--- src/rtl/olist_pkg.sv ---
// ----------------------------------------------------------------------------
// olist_pkg
// Shared codes, payload structs and controller/datapath handshake types for
// the ordered value list.
// ----------------------------------------------------------------------------
package olist_pkg;

   // Operation codes carried by a request transaction
   localparam logic [1:0] OP_APPEND = 2'd0;
   localparam logic [1:0] OP_DELETE = 2'd1;
   localparam logic [1:0] OP_DUMP   = 2'd2;

   // Result kinds carried by a response transaction
   localparam logic [2:0] KIND_APPENDED  = 3'd0;
   localparam logic [2:0] KIND_FULL      = 3'd1;
   localparam logic [2:0] KIND_DELETED   = 3'd2;
   localparam logic [2:0] KIND_NOT_FOUND = 3'd3;
   localparam logic [2:0] KIND_ELEMENT   = 3'd4;
   localparam logic [2:0] KIND_EMPTY     = 3'd5;

   typedef struct packed {
      logic [1:0]         op;
      logic signed [31:0] value;
   } req_type;

   typedef struct packed {
      logic [2:0]         kind;
      logic signed [31:0] item;
      logic               last;
   } rsp_type;

   typedef enum logic [2:0] {
      ST_IDLE,
      ST_DECODE,
      ST_DEL_CMP,
      ST_SHIFT,
      ST_EMIT,
      ST_DUMP
   } state_type;

   // Read address select: current index, index + 1, index + 2
   typedef enum logic [1:0] {
      RD_CUR,
      RD_NEXT,
      RD_NEXT2
   } rd_sel_type;

   // Write select: append at tail, or shift one slot toward the head
   typedef enum logic {
      WR_TAIL,
      WR_SHIFT
   } wr_sel_type;

   typedef struct packed {
      logic       capture;
      logic       idx_clr;
      logic       idx_inc;
      logic       rd_en;
      rd_sel_type rd_sel;
      logic       wr_en;
      wr_sel_type wr_sel;
      logic       cnt_inc;
      logic       cnt_dec;
      logic       out_ld;
      logic [2:0] out_kind;
      logic       out_elem;
      logic       out_last;
   } cmd_type;

   typedef struct packed {
      logic [1:0] op;
      logic       full;
      logic       empty;
      logic       match;
      logic       idx_last;
      logic       shift_more;
      logic       out_free;
   } sts_type;

endpackage

--- src/rtl/olist_stream_if.sv ---
// ----------------------------------------------------------------------------
// olist_stream_if
// Valid/ready channel carrying one payload struct per transaction.
// ----------------------------------------------------------------------------
interface olist_stream_if #(
   parameter type payload_type = logic
);
   logic        valid;
   logic        ready;
   payload_type payload;

   modport source (output valid, output payload, input ready);
   modport sink   (input valid, input payload, output ready);
endinterface

--- src/rtl/olist_ctrl.sv ---
// ----------------------------------------------------------------------------
// olist_ctrl
// Sequencer for the ordered list: decodes an operation, walks the table for
// delete and dump, and schedules response transactions.
// ----------------------------------------------------------------------------
module olist_ctrl (
   input  logic                clock,
   input  logic                reset,
   input  logic                req_valid,
   output logic                req_ready,
   input  olist_pkg::sts_type  sts,
   output olist_pkg::cmd_type  cmd
);
   import olist_pkg::*;

   state_type  state_ff, state_in;
   logic [2:0] kind_ff, kind_in;

   // State and pending result kind
   always_ff @(posedge clock) begin
      if (reset) begin
         state_ff <= ST_IDLE;
      end else begin
         state_ff <= state_in;
      end
      kind_ff <= kind_in;
   end

   // Next state
   always_comb begin
      state_in = state_ff;
      kind_in  = kind_ff;
      case (state_ff)
         ST_IDLE: begin
            if (req_valid) begin
               state_in = ST_DECODE;
            end
         end
         ST_DECODE: begin
            case (sts.op)
               OP_APPEND: begin
                  state_in = ST_EMIT;
                  kind_in  = sts.full ? KIND_FULL : KIND_APPENDED;
               end
               OP_DELETE: begin
                  if (sts.empty) begin
                     state_in = ST_EMIT;
                     kind_in  = KIND_NOT_FOUND;
                  end else begin
                     state_in = ST_DEL_CMP;
                  end
               end
               OP_DUMP: begin
                  if (sts.empty) begin
                     state_in = ST_EMIT;
                     kind_in  = KIND_EMPTY;
                  end else begin
                     state_in = ST_DUMP;
                  end
               end
               default: begin
                  state_in = ST_IDLE;
               end
            endcase
         end
         ST_DEL_CMP: begin
            if (sts.match) begin
               if (sts.idx_last) begin
                  state_in = ST_EMIT;
                  kind_in  = KIND_DELETED;
               end else begin
                  state_in = ST_SHIFT;
               end
            end else if (sts.idx_last) begin
               state_in = ST_EMIT;
               kind_in  = KIND_NOT_FOUND;
            end
         end
         ST_SHIFT: begin
            if (!sts.shift_more) begin
               state_in = ST_EMIT;
               kind_in  = KIND_DELETED;
            end
         end
         ST_DUMP: begin
            if (sts.out_free && sts.idx_last) begin
               state_in = ST_IDLE;
            end
         end
         ST_EMIT: begin
            if (sts.out_free) begin
               state_in = ST_IDLE;
            end
         end
         default: begin
            state_in = ST_IDLE;
         end
      endcase
   end

   // Commands to the datapath
   always_comb begin
      cmd          = '0;
      cmd.rd_sel   = RD_CUR;
      cmd.wr_sel   = WR_TAIL;
      cmd.out_kind = kind_ff;
      req_ready    = 1'b0;
      case (state_ff)
         ST_IDLE: begin
            req_ready   = 1'b1;
            cmd.capture = req_valid;
            cmd.idx_clr = req_valid;
         end
         ST_DECODE: begin
            case (sts.op)
               OP_APPEND: begin
                  if (!sts.full) begin
                     cmd.wr_en   = 1'b1;
                     cmd.wr_sel  = WR_TAIL;
                     cmd.cnt_inc = 1'b1;
                  end
               end
               OP_DELETE, OP_DUMP: begin
                  cmd.rd_en  = !sts.empty;
                  cmd.rd_sel = RD_CUR;
               end
               default: begin
               end
            endcase
         end
         ST_DEL_CMP: begin
            if (sts.match) begin
               if (sts.idx_last) begin
                  cmd.cnt_dec = 1'b1;
               end else begin
                  cmd.rd_en  = 1'b1;
                  cmd.rd_sel = RD_NEXT;
               end
            end else if (!sts.idx_last) begin
               cmd.idx_inc = 1'b1;
               cmd.rd_en   = 1'b1;
               cmd.rd_sel  = RD_NEXT;
            end
         end
         ST_SHIFT: begin
            cmd.wr_en   = 1'b1;
            cmd.wr_sel  = WR_SHIFT;
            cmd.idx_inc = 1'b1;
            if (sts.shift_more) begin
               cmd.rd_en  = 1'b1;
               cmd.rd_sel = RD_NEXT2;
            end else begin
               cmd.cnt_dec = 1'b1;
            end
         end
         ST_DUMP: begin
            if (sts.out_free) begin
               cmd.out_ld   = 1'b1;
               cmd.out_kind = KIND_ELEMENT;
               cmd.out_elem = 1'b1;
               cmd.out_last = sts.idx_last;
               if (!sts.idx_last) begin
                  cmd.idx_inc = 1'b1;
                  cmd.rd_en   = 1'b1;
                  cmd.rd_sel  = RD_NEXT;
               end
            end
         end
         ST_EMIT: begin
            if (sts.out_free) begin
               cmd.out_ld   = 1'b1;
               cmd.out_last = 1'b1;
            end
         end
         default: begin
         end
      endcase
   end

endmodule

--- src/rtl/olist_dp.sv ---
// ----------------------------------------------------------------------------
// olist_dp
// Datapath: entry memory, entry count, walk index, captured request and the
// response output register.
// ----------------------------------------------------------------------------
module olist_dp #(
   parameter int CAPACITY = 16
) (
   input  logic               clock,
   input  logic               reset,
   input  olist_pkg::req_type req_payload,
   input  olist_pkg::cmd_type cmd,
   output olist_pkg::sts_type sts,
   olist_stream_if.source     rsp
);
   import olist_pkg::*;

   localparam int ADDR_W = (CAPACITY > 1) ? $clog2(CAPACITY) : 1;
   localparam int CNT_W  = $clog2(CAPACITY + 1);
   localparam logic [CNT_W:0] CAP_EXT = (CNT_W + 1)'(CAPACITY);

   logic signed [31:0] entry_mem_ff [CAPACITY];
   logic signed [31:0] rdata_ff;
   logic [CNT_W-1:0]   count_ff, count_in;
   logic [CNT_W-1:0]   idx_ff, idx_in;
   req_type            req_ff;
   rsp_type            rsp_ff;
   logic               rsp_valid_ff, rsp_valid_in;
   logic [CNT_W:0]     idx_ext, count_ext;
   logic [CNT_W:0]     rd_idx;
   logic [ADDR_W-1:0]  rd_addr, wr_addr;
   logic signed [31:0] wr_data;

   assign idx_ext   = {1'b0, idx_ff};
   assign count_ext = {1'b0, count_ff};

   // Address and data selection
   always_comb begin
      case (cmd.rd_sel)
         RD_CUR:   rd_idx = idx_ext;
         RD_NEXT:  rd_idx = idx_ext + (CNT_W + 1)'(1);
         RD_NEXT2: rd_idx = idx_ext + (CNT_W + 1)'(2);
         default:  rd_idx = idx_ext;
      endcase
      rd_addr = rd_idx[ADDR_W-1:0];
      if (cmd.wr_sel == WR_SHIFT) begin
         wr_addr = idx_ff[ADDR_W-1:0];
         wr_data = rdata_ff;
      end else begin
         wr_addr = count_ff[ADDR_W-1:0];
         wr_data = req_ff.value;
      end
   end

   // Entry memory, registered read
   always_ff @(posedge clock) begin
      if (cmd.wr_en) begin
         entry_mem_ff[wr_addr] <= wr_data;
      end
      if (cmd.rd_en) begin
         rdata_ff <= entry_mem_ff[rd_addr];
      end
   end

   // Count and walk index
   always_comb begin
      count_in = count_ff;
      if (cmd.cnt_inc) begin
         count_in = count_ff + CNT_W'(1);
      end else if (cmd.cnt_dec) begin
         count_in = count_ff - CNT_W'(1);
      end
      idx_in = idx_ff;
      if (cmd.idx_clr) begin
         idx_in = '0;
      end else if (cmd.idx_inc) begin
         idx_in = idx_ff + CNT_W'(1);
      end
   end

   always_ff @(posedge clock) begin
      if (reset) begin
         count_ff <= '0;
         idx_ff   <= '0;
      end else begin
         count_ff <= count_in;
         idx_ff   <= idx_in;
      end
   end

   // Request capture
   always_ff @(posedge clock) begin
      if (cmd.capture) begin
         req_ff <= req_payload;
      end
   end

   // Response output register
   assign rsp_valid_in = cmd.out_ld ? 1'b1 : (rsp.ready ? 1'b0 : rsp_valid_ff);

   always_ff @(posedge clock) begin
      if (reset) begin
         rsp_valid_ff <= 1'b0;
      end else begin
         rsp_valid_ff <= rsp_valid_in;
      end
      if (cmd.out_ld) begin
         rsp_ff.kind <= cmd.out_kind;
         rsp_ff.item <= cmd.out_elem ? rdata_ff : 32'sd0;
         rsp_ff.last <= cmd.out_last;
      end
   end

   assign rsp.valid   = rsp_valid_ff;
   assign rsp.payload = rsp_ff;

   // Status to the controller
   always_comb begin
      sts.op         = req_ff.op;
      sts.full       = (count_ext >= CAP_EXT);
      sts.empty      = (count_ff == '0);
      sts.match      = (rdata_ff == req_ff.value);
      sts.idx_last   = ((idx_ext + (CNT_W + 1)'(1)) >= count_ext);
      sts.shift_more = ((idx_ext + (CNT_W + 1)'(2)) < count_ext);
      sts.out_free   = !rsp_valid_ff || rsp.ready;
   end

   // Checks
   a_count_bound: assert property (@(posedge clock) disable iff (reset)
      count_ext <= CAP_EXT)
      else $error("entry count above capacity");

   a_no_append_full: assert property (@(posedge clock) disable iff (reset)
      cmd.cnt_inc |-> !sts.full)
      else $error("append into a full list");

   a_no_dec_empty: assert property (@(posedge clock) disable iff (reset)
      cmd.cnt_dec |-> !sts.empty)
      else $error("delete from an empty list");

   a_load_when_free: assert property (@(posedge clock) disable iff (reset)
      cmd.out_ld |-> sts.out_free)
      else $error("response overwritten before it was taken");

endmodule

--- src/rtl/ordered_list_append_delete_by_value.sv ---
// ----------------------------------------------------------------------------
// ordered_list_append_delete_by_value
// Bounded ordered list of signed 32-bit values with append, delete-by-value
// and dump operations; a sequencer drives a memory-based datapath.
// ----------------------------------------------------------------------------
//  channel | dir | fields              | transactions per request
//  --------+-----+---------------------+--------------------------------------
//  req     | in  | op, value           | one
//  rsp     | out | kind, item, last    | one, or one per entry on dump
//
//  Append steps through accept, decode and load to its response. Delete makes
//  one compare per entry up to the match on the single memory read port, then
//  one shift write per following entry. Dump gives one element per cycle while
//  rsp is ready. A new request is taken while the last response still waits in
//  the output register; a stalled rsp holds the dump walk. Synchronous reset
//  empties the list.
// ----------------------------------------------------------------------------
module ordered_list_append_delete_by_value #(
   parameter int CAPACITY = 16
) (
   input  logic           clock,
   input  logic           reset,
   olist_stream_if.sink   req,
   olist_stream_if.source rsp
);
   import olist_pkg::*;

   cmd_type cmd;
   sts_type sts;
   logic    ctl_req_ready;

   assign req.ready = ctl_req_ready;

   // Sequencer
   olist_ctrl u_ctrl (
      .clock     (clock),
      .reset     (reset),
      .req_valid (req.valid),
      .req_ready (ctl_req_ready),
      .sts       (sts),
      .cmd       (cmd)
   );

   // Storage and response register
   olist_dp #(
      .CAPACITY (CAPACITY)
   ) u_dp (
      .clock       (clock),
      .reset       (reset),
      .req_payload (req.payload),
      .cmd         (cmd),
      .sts         (sts),
      .rsp         (rsp)
   );

endmodule
--- src/flat_wrapper.sv ---
// flat-port wrapper written by rule: the top's interface ports become plain ports
module ordered_list_append_delete_by_value_flat import olist_pkg::*;
#(
   parameter int CAPACITY = 16
)
  (clock, reset, req_valid, req_payload, req_ready, rsp_valid, rsp_payload, rsp_ready);
  olist_stream_if req_i ();
  olist_stream_if rsp_i ();
  input  logic clock;
  input  logic reset;
  input wire logic [$bits(req_i.valid)-1:0] req_valid;
  input wire logic [$bits(req_i.payload)-1:0] req_payload;
  output wire logic [$bits(req_i.ready)-1:0] req_ready;
  output wire logic [$bits(rsp_i.valid)-1:0] rsp_valid;
  output wire logic [$bits(rsp_i.payload)-1:0] rsp_payload;
  input wire logic [$bits(rsp_i.ready)-1:0] rsp_ready;
  assign req_i.valid = req_valid;
  assign req_i.payload = req_payload;
  assign req_ready = req_i.ready;
  assign rsp_valid = rsp_i.valid;
  assign rsp_payload = rsp_i.payload;
  assign rsp_i.ready = rsp_ready;
  ordered_list_append_delete_by_value #(.CAPACITY(CAPACITY)) u_core (.clock(clock), .reset(reset), .req(req_i), .rsp(rsp_i));
endmodule
--- config.mk ---
export PLATFORM = sky130hd
export DESIGN_NAME = ordered_list_append_delete_by_value_flat
export DESIGN_NICKNAME = d
export VERILOG_FILES = /design/src/rtl/olist_pkg.sv /design/src/rtl/olist_stream_if.sv /design/src/rtl/olist_ctrl.sv /design/src/rtl/olist_dp.sv /design/src/rtl/ordered_list_append_delete_by_value.sv /design/src/flat_wrapper.sv
export SDC_FILE = /design/constraint.sdc
export NUM_CORES = 1
export LEC_CHECK = 0
export BUFFER_PORTS_ARGS = -buffer_cell sky130_fd_sc_hd__buf_4
export CELL_PAD_IN_SITES_DETAIL_PLACEMENT = 1
export CELL_PAD_IN_SITES_GLOBAL_PLACEMENT = 1
export CORE_UTILIZATION = 48
export CTS_CLUSTER_SIZE = 28
export DETAILED_ROUTE_END_ITERATION = 8
export HOLD_SLACK_MARGIN = 0.08
export PLACE_DENSITY_LB_ADDON = 0.1
export SETUP_SLACK_MARGIN = 0.5
export SYNTH_ARGS = -nofsm -noshare
export SYNTH_HDL_FRONTEND = slang
export SYNTH_HIERARCHICAL = 1
export SYNTH_SLANG_ARGS = --single-unit
--- constraint.sdc ---
create_clock -name clock -period 7.25 [get_ports clock]
set_clock_uncertainty 0.15 [all_clocks]
set_input_delay 0.3625 -clock clock [delete_from_list [all_inputs] [get_ports clock]]
set_output_delay 0.3625 -clock clock [all_outputs]
set_load 0.03 [all_outputs]
After elaboration in Yosys (flattened, before gate mapping)
Memory sizes are Yosys's and may differ from the RTL's. A register that Yosys moved wholly into a read port is not among the register bits.
Index checks and enable logic that the tools add are counted.
{ "word_totals": {"in_bits": 5, "elab_cells": 84, "ram_bits": 512, "n_memories": 1, "regBits": 19} }
{ "classes": {"n_eq_ne": 14, "n_addsub": 5, "order_cmp": 3, "muxes": 44, "reduce_logical": 10} }
{ "memory_table": {"columns": ["memory", "words", "width", "rd", "rd_clocked_by_memory_dff", "write_ports", "line_no", "source"], "rows": [
  ["u_core.u_dp.entry_mem_ff", 16, 32, 1, 1, 1, "olist_dp.sv:22", "logic signed [31:0] entry_mem_ff [CAPACITY];"]
]} }
{ "ops": {"columns": ["operator", "count"], "rows": [
  ["3-bit 2-to-1 mux", 15],
  ["32-bit by 2-bit == test with 1-bit output", 1],
  ["32-bit 2-to-1 mux", 1],
  ["3-bit one-hot mux with 3 select lines", 2],
  ["3-bit one-hot mux with 6 select lines", 1],
  ["1-bit 2-to-1 mux", 12],
  ["4-bit 2-to-1 mux", 3],
  ["5-bit by 1-bit adder with 5-bit output, second input constant", 2],
  ["5-bit 2-to-1 mux", 2],
  ["2-bit != test, second input constant", 5],
  ["4-bit one-hot mux with 2 select lines", 1],
  ["5-bit by 1-bit adder with 6-bit output, second input constant", 1],
  ["5-bit by 2-bit adder with 6-bit output, second input constant", 1],
  ["3-bit by 2-bit == test with 1-bit output, second input constant", 2],
  ["3-bit == test, second input constant", 2],
  ["6-bit by 5-bit greater-or-equal comparator with 1-bit output", 1],
  ["6-bit by 5-bit less-than comparator with 1-bit output", 1],
  ["6-bit 2-to-1 mux", 1],
  ["1-bit one-hot mux with 2 select lines", 3],
  ["5-bit greater-or-equal comparator, second input constant", 1],
  ["5-bit AND reduction", 1],
  ["5-bit by 1-bit subtractor with 5-bit output, second input constant", 1],
  ["2-bit one-hot mux with 2 select lines", 1],
  ["2-bit nonzero test", 2],
  ["13 further kinds", 13]
]} }

Longest topological paths before layout
{ "logic_depth": {"word_depth": 7, "depth_mapped": 23} }

By module
Netlist, hierarchy kept.
{ "by_module_without_submodules": {"columns": ["mod", "seq_area_each_um2", "instances", "cells_each", "area_per_inst_um2"], "rows": [
  ["olist_dp", 17606.9, 1, 2542, 31994.4],
  ["olist_ctrl", 150.1, 1, 87, 724.4],
  ["ordered_list_append_delete_by_value", 0.0, 1, 1, 3.8]
]} }

Worst setup path before layout
Ideal clock, no wire load.
{ "synth_timing": {"path_type": "reg2reg", "from": "register u_core.u_dp.idx_ff[0]", "to": "register u_core.u_dp.rdata_ff[0], read port of u_core.u_dp.entry_mem_ff, enable pin", "path_buffers": 5, "arrival_ns": 4.491, "setup_slack_ns": 2.138, "path_stages_with_launch": 14, "synth_period_minus_slack_ns": 5.112, "path_cell_list": "dfxtp_1 -> buf_6 -> buf_6 -> clkinv_2 -> buf_2 -> buf_2 -> ha_1 -> a21boi_0 -> o21a_1 -> o21a_1 -> o21ai_0 -> nand2_1 -> buf_6 -> o311ai_1"} }
{ "synth_rtl": {"columns": ["element", "line_no", "source"], "rows": [
  ["from (decl)", "olist_dp.sv:25", "logic [CNT_W-1:0] idx_ff, idx_in;"],
  ["from (signal assigned)", "olist_dp.sv:87", "idx_ff <= idx_in;"],
  ["to (decl)", "olist_dp.sv:23", "logic signed [31:0] rdata_ff;"]
]} }

==> impl_metrics.env <==
export IMPL_netlist_area_um2=32500
export IMPL_tightest_slew_ps=1180
export IMPL_criticalPathCategory="flip-flop to flip-flop"
export IMPL_dieArea_um2=68800
export IMPL_fin_crit_ps=5880
export IMPL_routed_wl_mm=110
export IMPL_layout_setup_ws_ps=1370
export IMPL_route_detailed_drc=0
export IMPL_rsz0062_at_grt="false"
export IMPL_yosys_warnings=6
export IMPL_p_int_mw=5.78
export IMPL_grt_overflow_total=0
export IMPL_grt_pass1_wl_mm=164
export IMPL_grt_pass1_vias=26300
export IMPL_grt_max_degree=178
export IMPL_syn_inst=2610
export IMPL_p_switching_mw=1.69
export IMPL_p_per_area_nw_per_um2=212
export IMPL_vias=25300
export IMPL_timing_rr_start="u_core/u_dp/idx_ff[0]"
export IMPL_arrival_ps=6060
export IMPL_drive_above_1_share_pct=19.0
export IMPL_fin_setup_tns_ps=0
export IMPL_h_tree_depth=3
export IMPL_worstSetupEndpointType="flip-flop"
export IMPL_cts_tree="done"
export IMPL_hold_end="u_core/u_ctrl/state_ff[1]"
export IMPL_worstHoldPathType="input pin to flip-flop"
export IMPL_regToRegSetupSlack_ps=1370
export IMPL_p_seq_share_pct=52.0
export IMPL_antenna_found_initial=0
export IMPL_crit_path_start="u_core/u_dp/idx_ff[0]"
export IMPL_drv_slew=0
export IMPL_drt_iter0_markers=2595
export IMPL_clk_path_buf_depth=3
export IMPL_core_area_um2=67200
export IMPL_fmax_mhz=170
export IMPL_maxCapViolations=0
export IMPL_final_setup_viol_count=0
export IMPL_syn_avg_cell_area_um2=12.5
export IMPL_wl_per_cell_um=32.2
export IMPL_slew_headroom_pct=21.4
export IMPL_crit_path_start_kind="flip-flop"
export IMPL_hold_path_cell_count=5
export IMPL_die_x_um=262
export IMPL_hpwl_mm=53.6
export IMPL_pre_cts_ws_ps=1430
export IMPL_clkPwrFrac_pct=43.4
export IMPL_status="finished clean"
export IMPL_firstDrtPassIters=5
export IMPL_total_power_mw=7.47
export IMPL_cts_buffers=68
export IMPL_netSwitchingFraction_pct=22.6
export IMPL_r2r_end="u_core/u_dp/rdata_ff[7]"
export IMPL_die_h_um=262
export IMPL_start_util_pct=48.4
export IMPL_clock_sinks=593
export IMPL_cp_max_fo=44
export IMPL_hold_viol=0
export IMPL_min_from="req_valid"
export IMPL_leakagePower_nw=10.6
export IMPL_io_pins=8
export IMPL_num_antenna_cells=0
export IMPL_io_buffers=7
export IMPL_post_route_period_util_pct=81.2
export IMPL_ctsResizeCount=0
export IMPL_track_usage_pct=31.2
export IMPL_rows=95
export IMPL_vias_per_cell=7.42
export IMPL_clkTransAtPathRegs_ps=60
export IMPL_p_comb_share_pct=4.6
export IMPL_place_congestion=0.766
export IMPL_peakVddDrop_mv=0.170
export IMPL_nNetsFinal=2514
export IMPL_syn_to_final_growth_pct=8.07
export IMPL_cp_required_ps=7420
export IMPL_ant_nets=0
export IMPL_cts_root_buf="clkbuf_16"
export IMPL_clk_latency_ps=620
export IMPL_rr_worst_depth=15
worst max path at each step:
stage	to
CTS	u_core/u_dp/rdata_ff[7]
detailed placement	u_core/u_dp/rdata_ff[7]
global route	u_core/u_dp/rdata_ff[9]
finish	u_core/u_dp/rdata_ff[7]
global placement	u_core/u_dp/rdata_ff[8]
floorplan	u_core/u_dp/rdata_ff[0]
per-layer routing:
layer / vias to the layer above / global-route usage [%] / share of wire (%)
met3: 204 / 3.44 / 6.5
met2: 1056 / 52.4 / 49
met4: 0 / 11.9 / 3.2
met5: - / 0 / 0
li1: 10700 / - / -
met1: 13300 / 41.4 / 41
power by group through the flow:
stage | Combinational, mW | Sequential [mW] | Clock (mW)
floorplan | 0.228 | 3.94 | 0
global placement | 0.322 | 3.95 | 0
detailed placement | 0.335 | 3.95 | 0
CTS | 0.338 | 3.88 | 3.28
global route | 0.365 | 3.89 | 3.40
finish | 0.342 | 3.88 | 3.24
area by class of cell:
cell class	count	area, um2
repair buffers	70	721
fillers	6655	32000
inverters	16	75.1
multi-input cells	1738	13600
clock buffers	97	1860
flip-flops and latches	593	17700
clock inverters	23	153
well taps	873	1090
worst max-delay path: stages (launching register included):
cell      delay [ps]
dfxtp_4          730
ha_1             370
ha_1             280
a21boi_0         140
o21a_1           190
o21a_1           170
o21ai_0          140
nand2_1          280
a21oi_1          390
inv_1             90
ha_1             520
o21ai_0          500
nand2_2          440
buf_4            450
nor4_1           610
nor4_1           120
repair_timing:
item                       4_1_cts  5_1_grt
hold buffers                     3        0
hold endpoints to repair        15        0
buffers inserted                 0        0
setup endpoints to repair        0        0
layout by cell type, fill, tap and decap left out, drive strengths merged, types with 2 or more instances in the layout:
master         n
nor4         105
ha            21
xnor2          6
a311oi         2
a21oi         11
or4            3
inv           20
conb          33
nand2b         7
clkbuf        97
and3b          2
o221ai       513
o21ai         12
or2            2
nand3          5
nor3          75
o31ai          2
nor3b          2
mux2i          2
and2b          2
nand2        269
o21a           8
nor2b          5
edfxtp       579
and2           4
nor4b          2
nor2          32
mux2         289
a21o           4
a31oi          6
clkinv        18
a22oi        256
xor2          39
nand3b         3
buf           67
dfxtp         14
nand4          3
dlygate4sd3    3
metrics by stage:
| stage | hold slack [ps] | util (%) | instances | cell area, um2 |
|---|---|---|---|---|
| floorplan | 282 | - | 2642 | 32600 |
| global placement | 368 | 49.3 | 3287 | 33100 |
| detailed placement | 375 | 49.3 | 3287 | 33100 |
| CTS | 127 | 52.3 | 3410 | 35100 |
| global route | 181 | 52.3 | 3410 | 35100 |
| finish | 157 | 52.3 | 3410 | 35100 |
flip-flops by register name, summed over array words and instances (netlist names):
signal / flops
u_core/u_dp/rsp.payload: 1
u_core/u_dp/count_ff: 5
u_core/u_dp/entry_mem_ff: 512
u_core/u_dp/sts: 2
u_core/u_ctrl/state_ff: 3
u_core/u_dp/idx_ff: 5
u_core/u_dp/rsp.valid: 1
u_core/u_dp/req_ff: 32
u_core/u_dp/rdata_ff: 32
(Power assumes the default switching activity.)
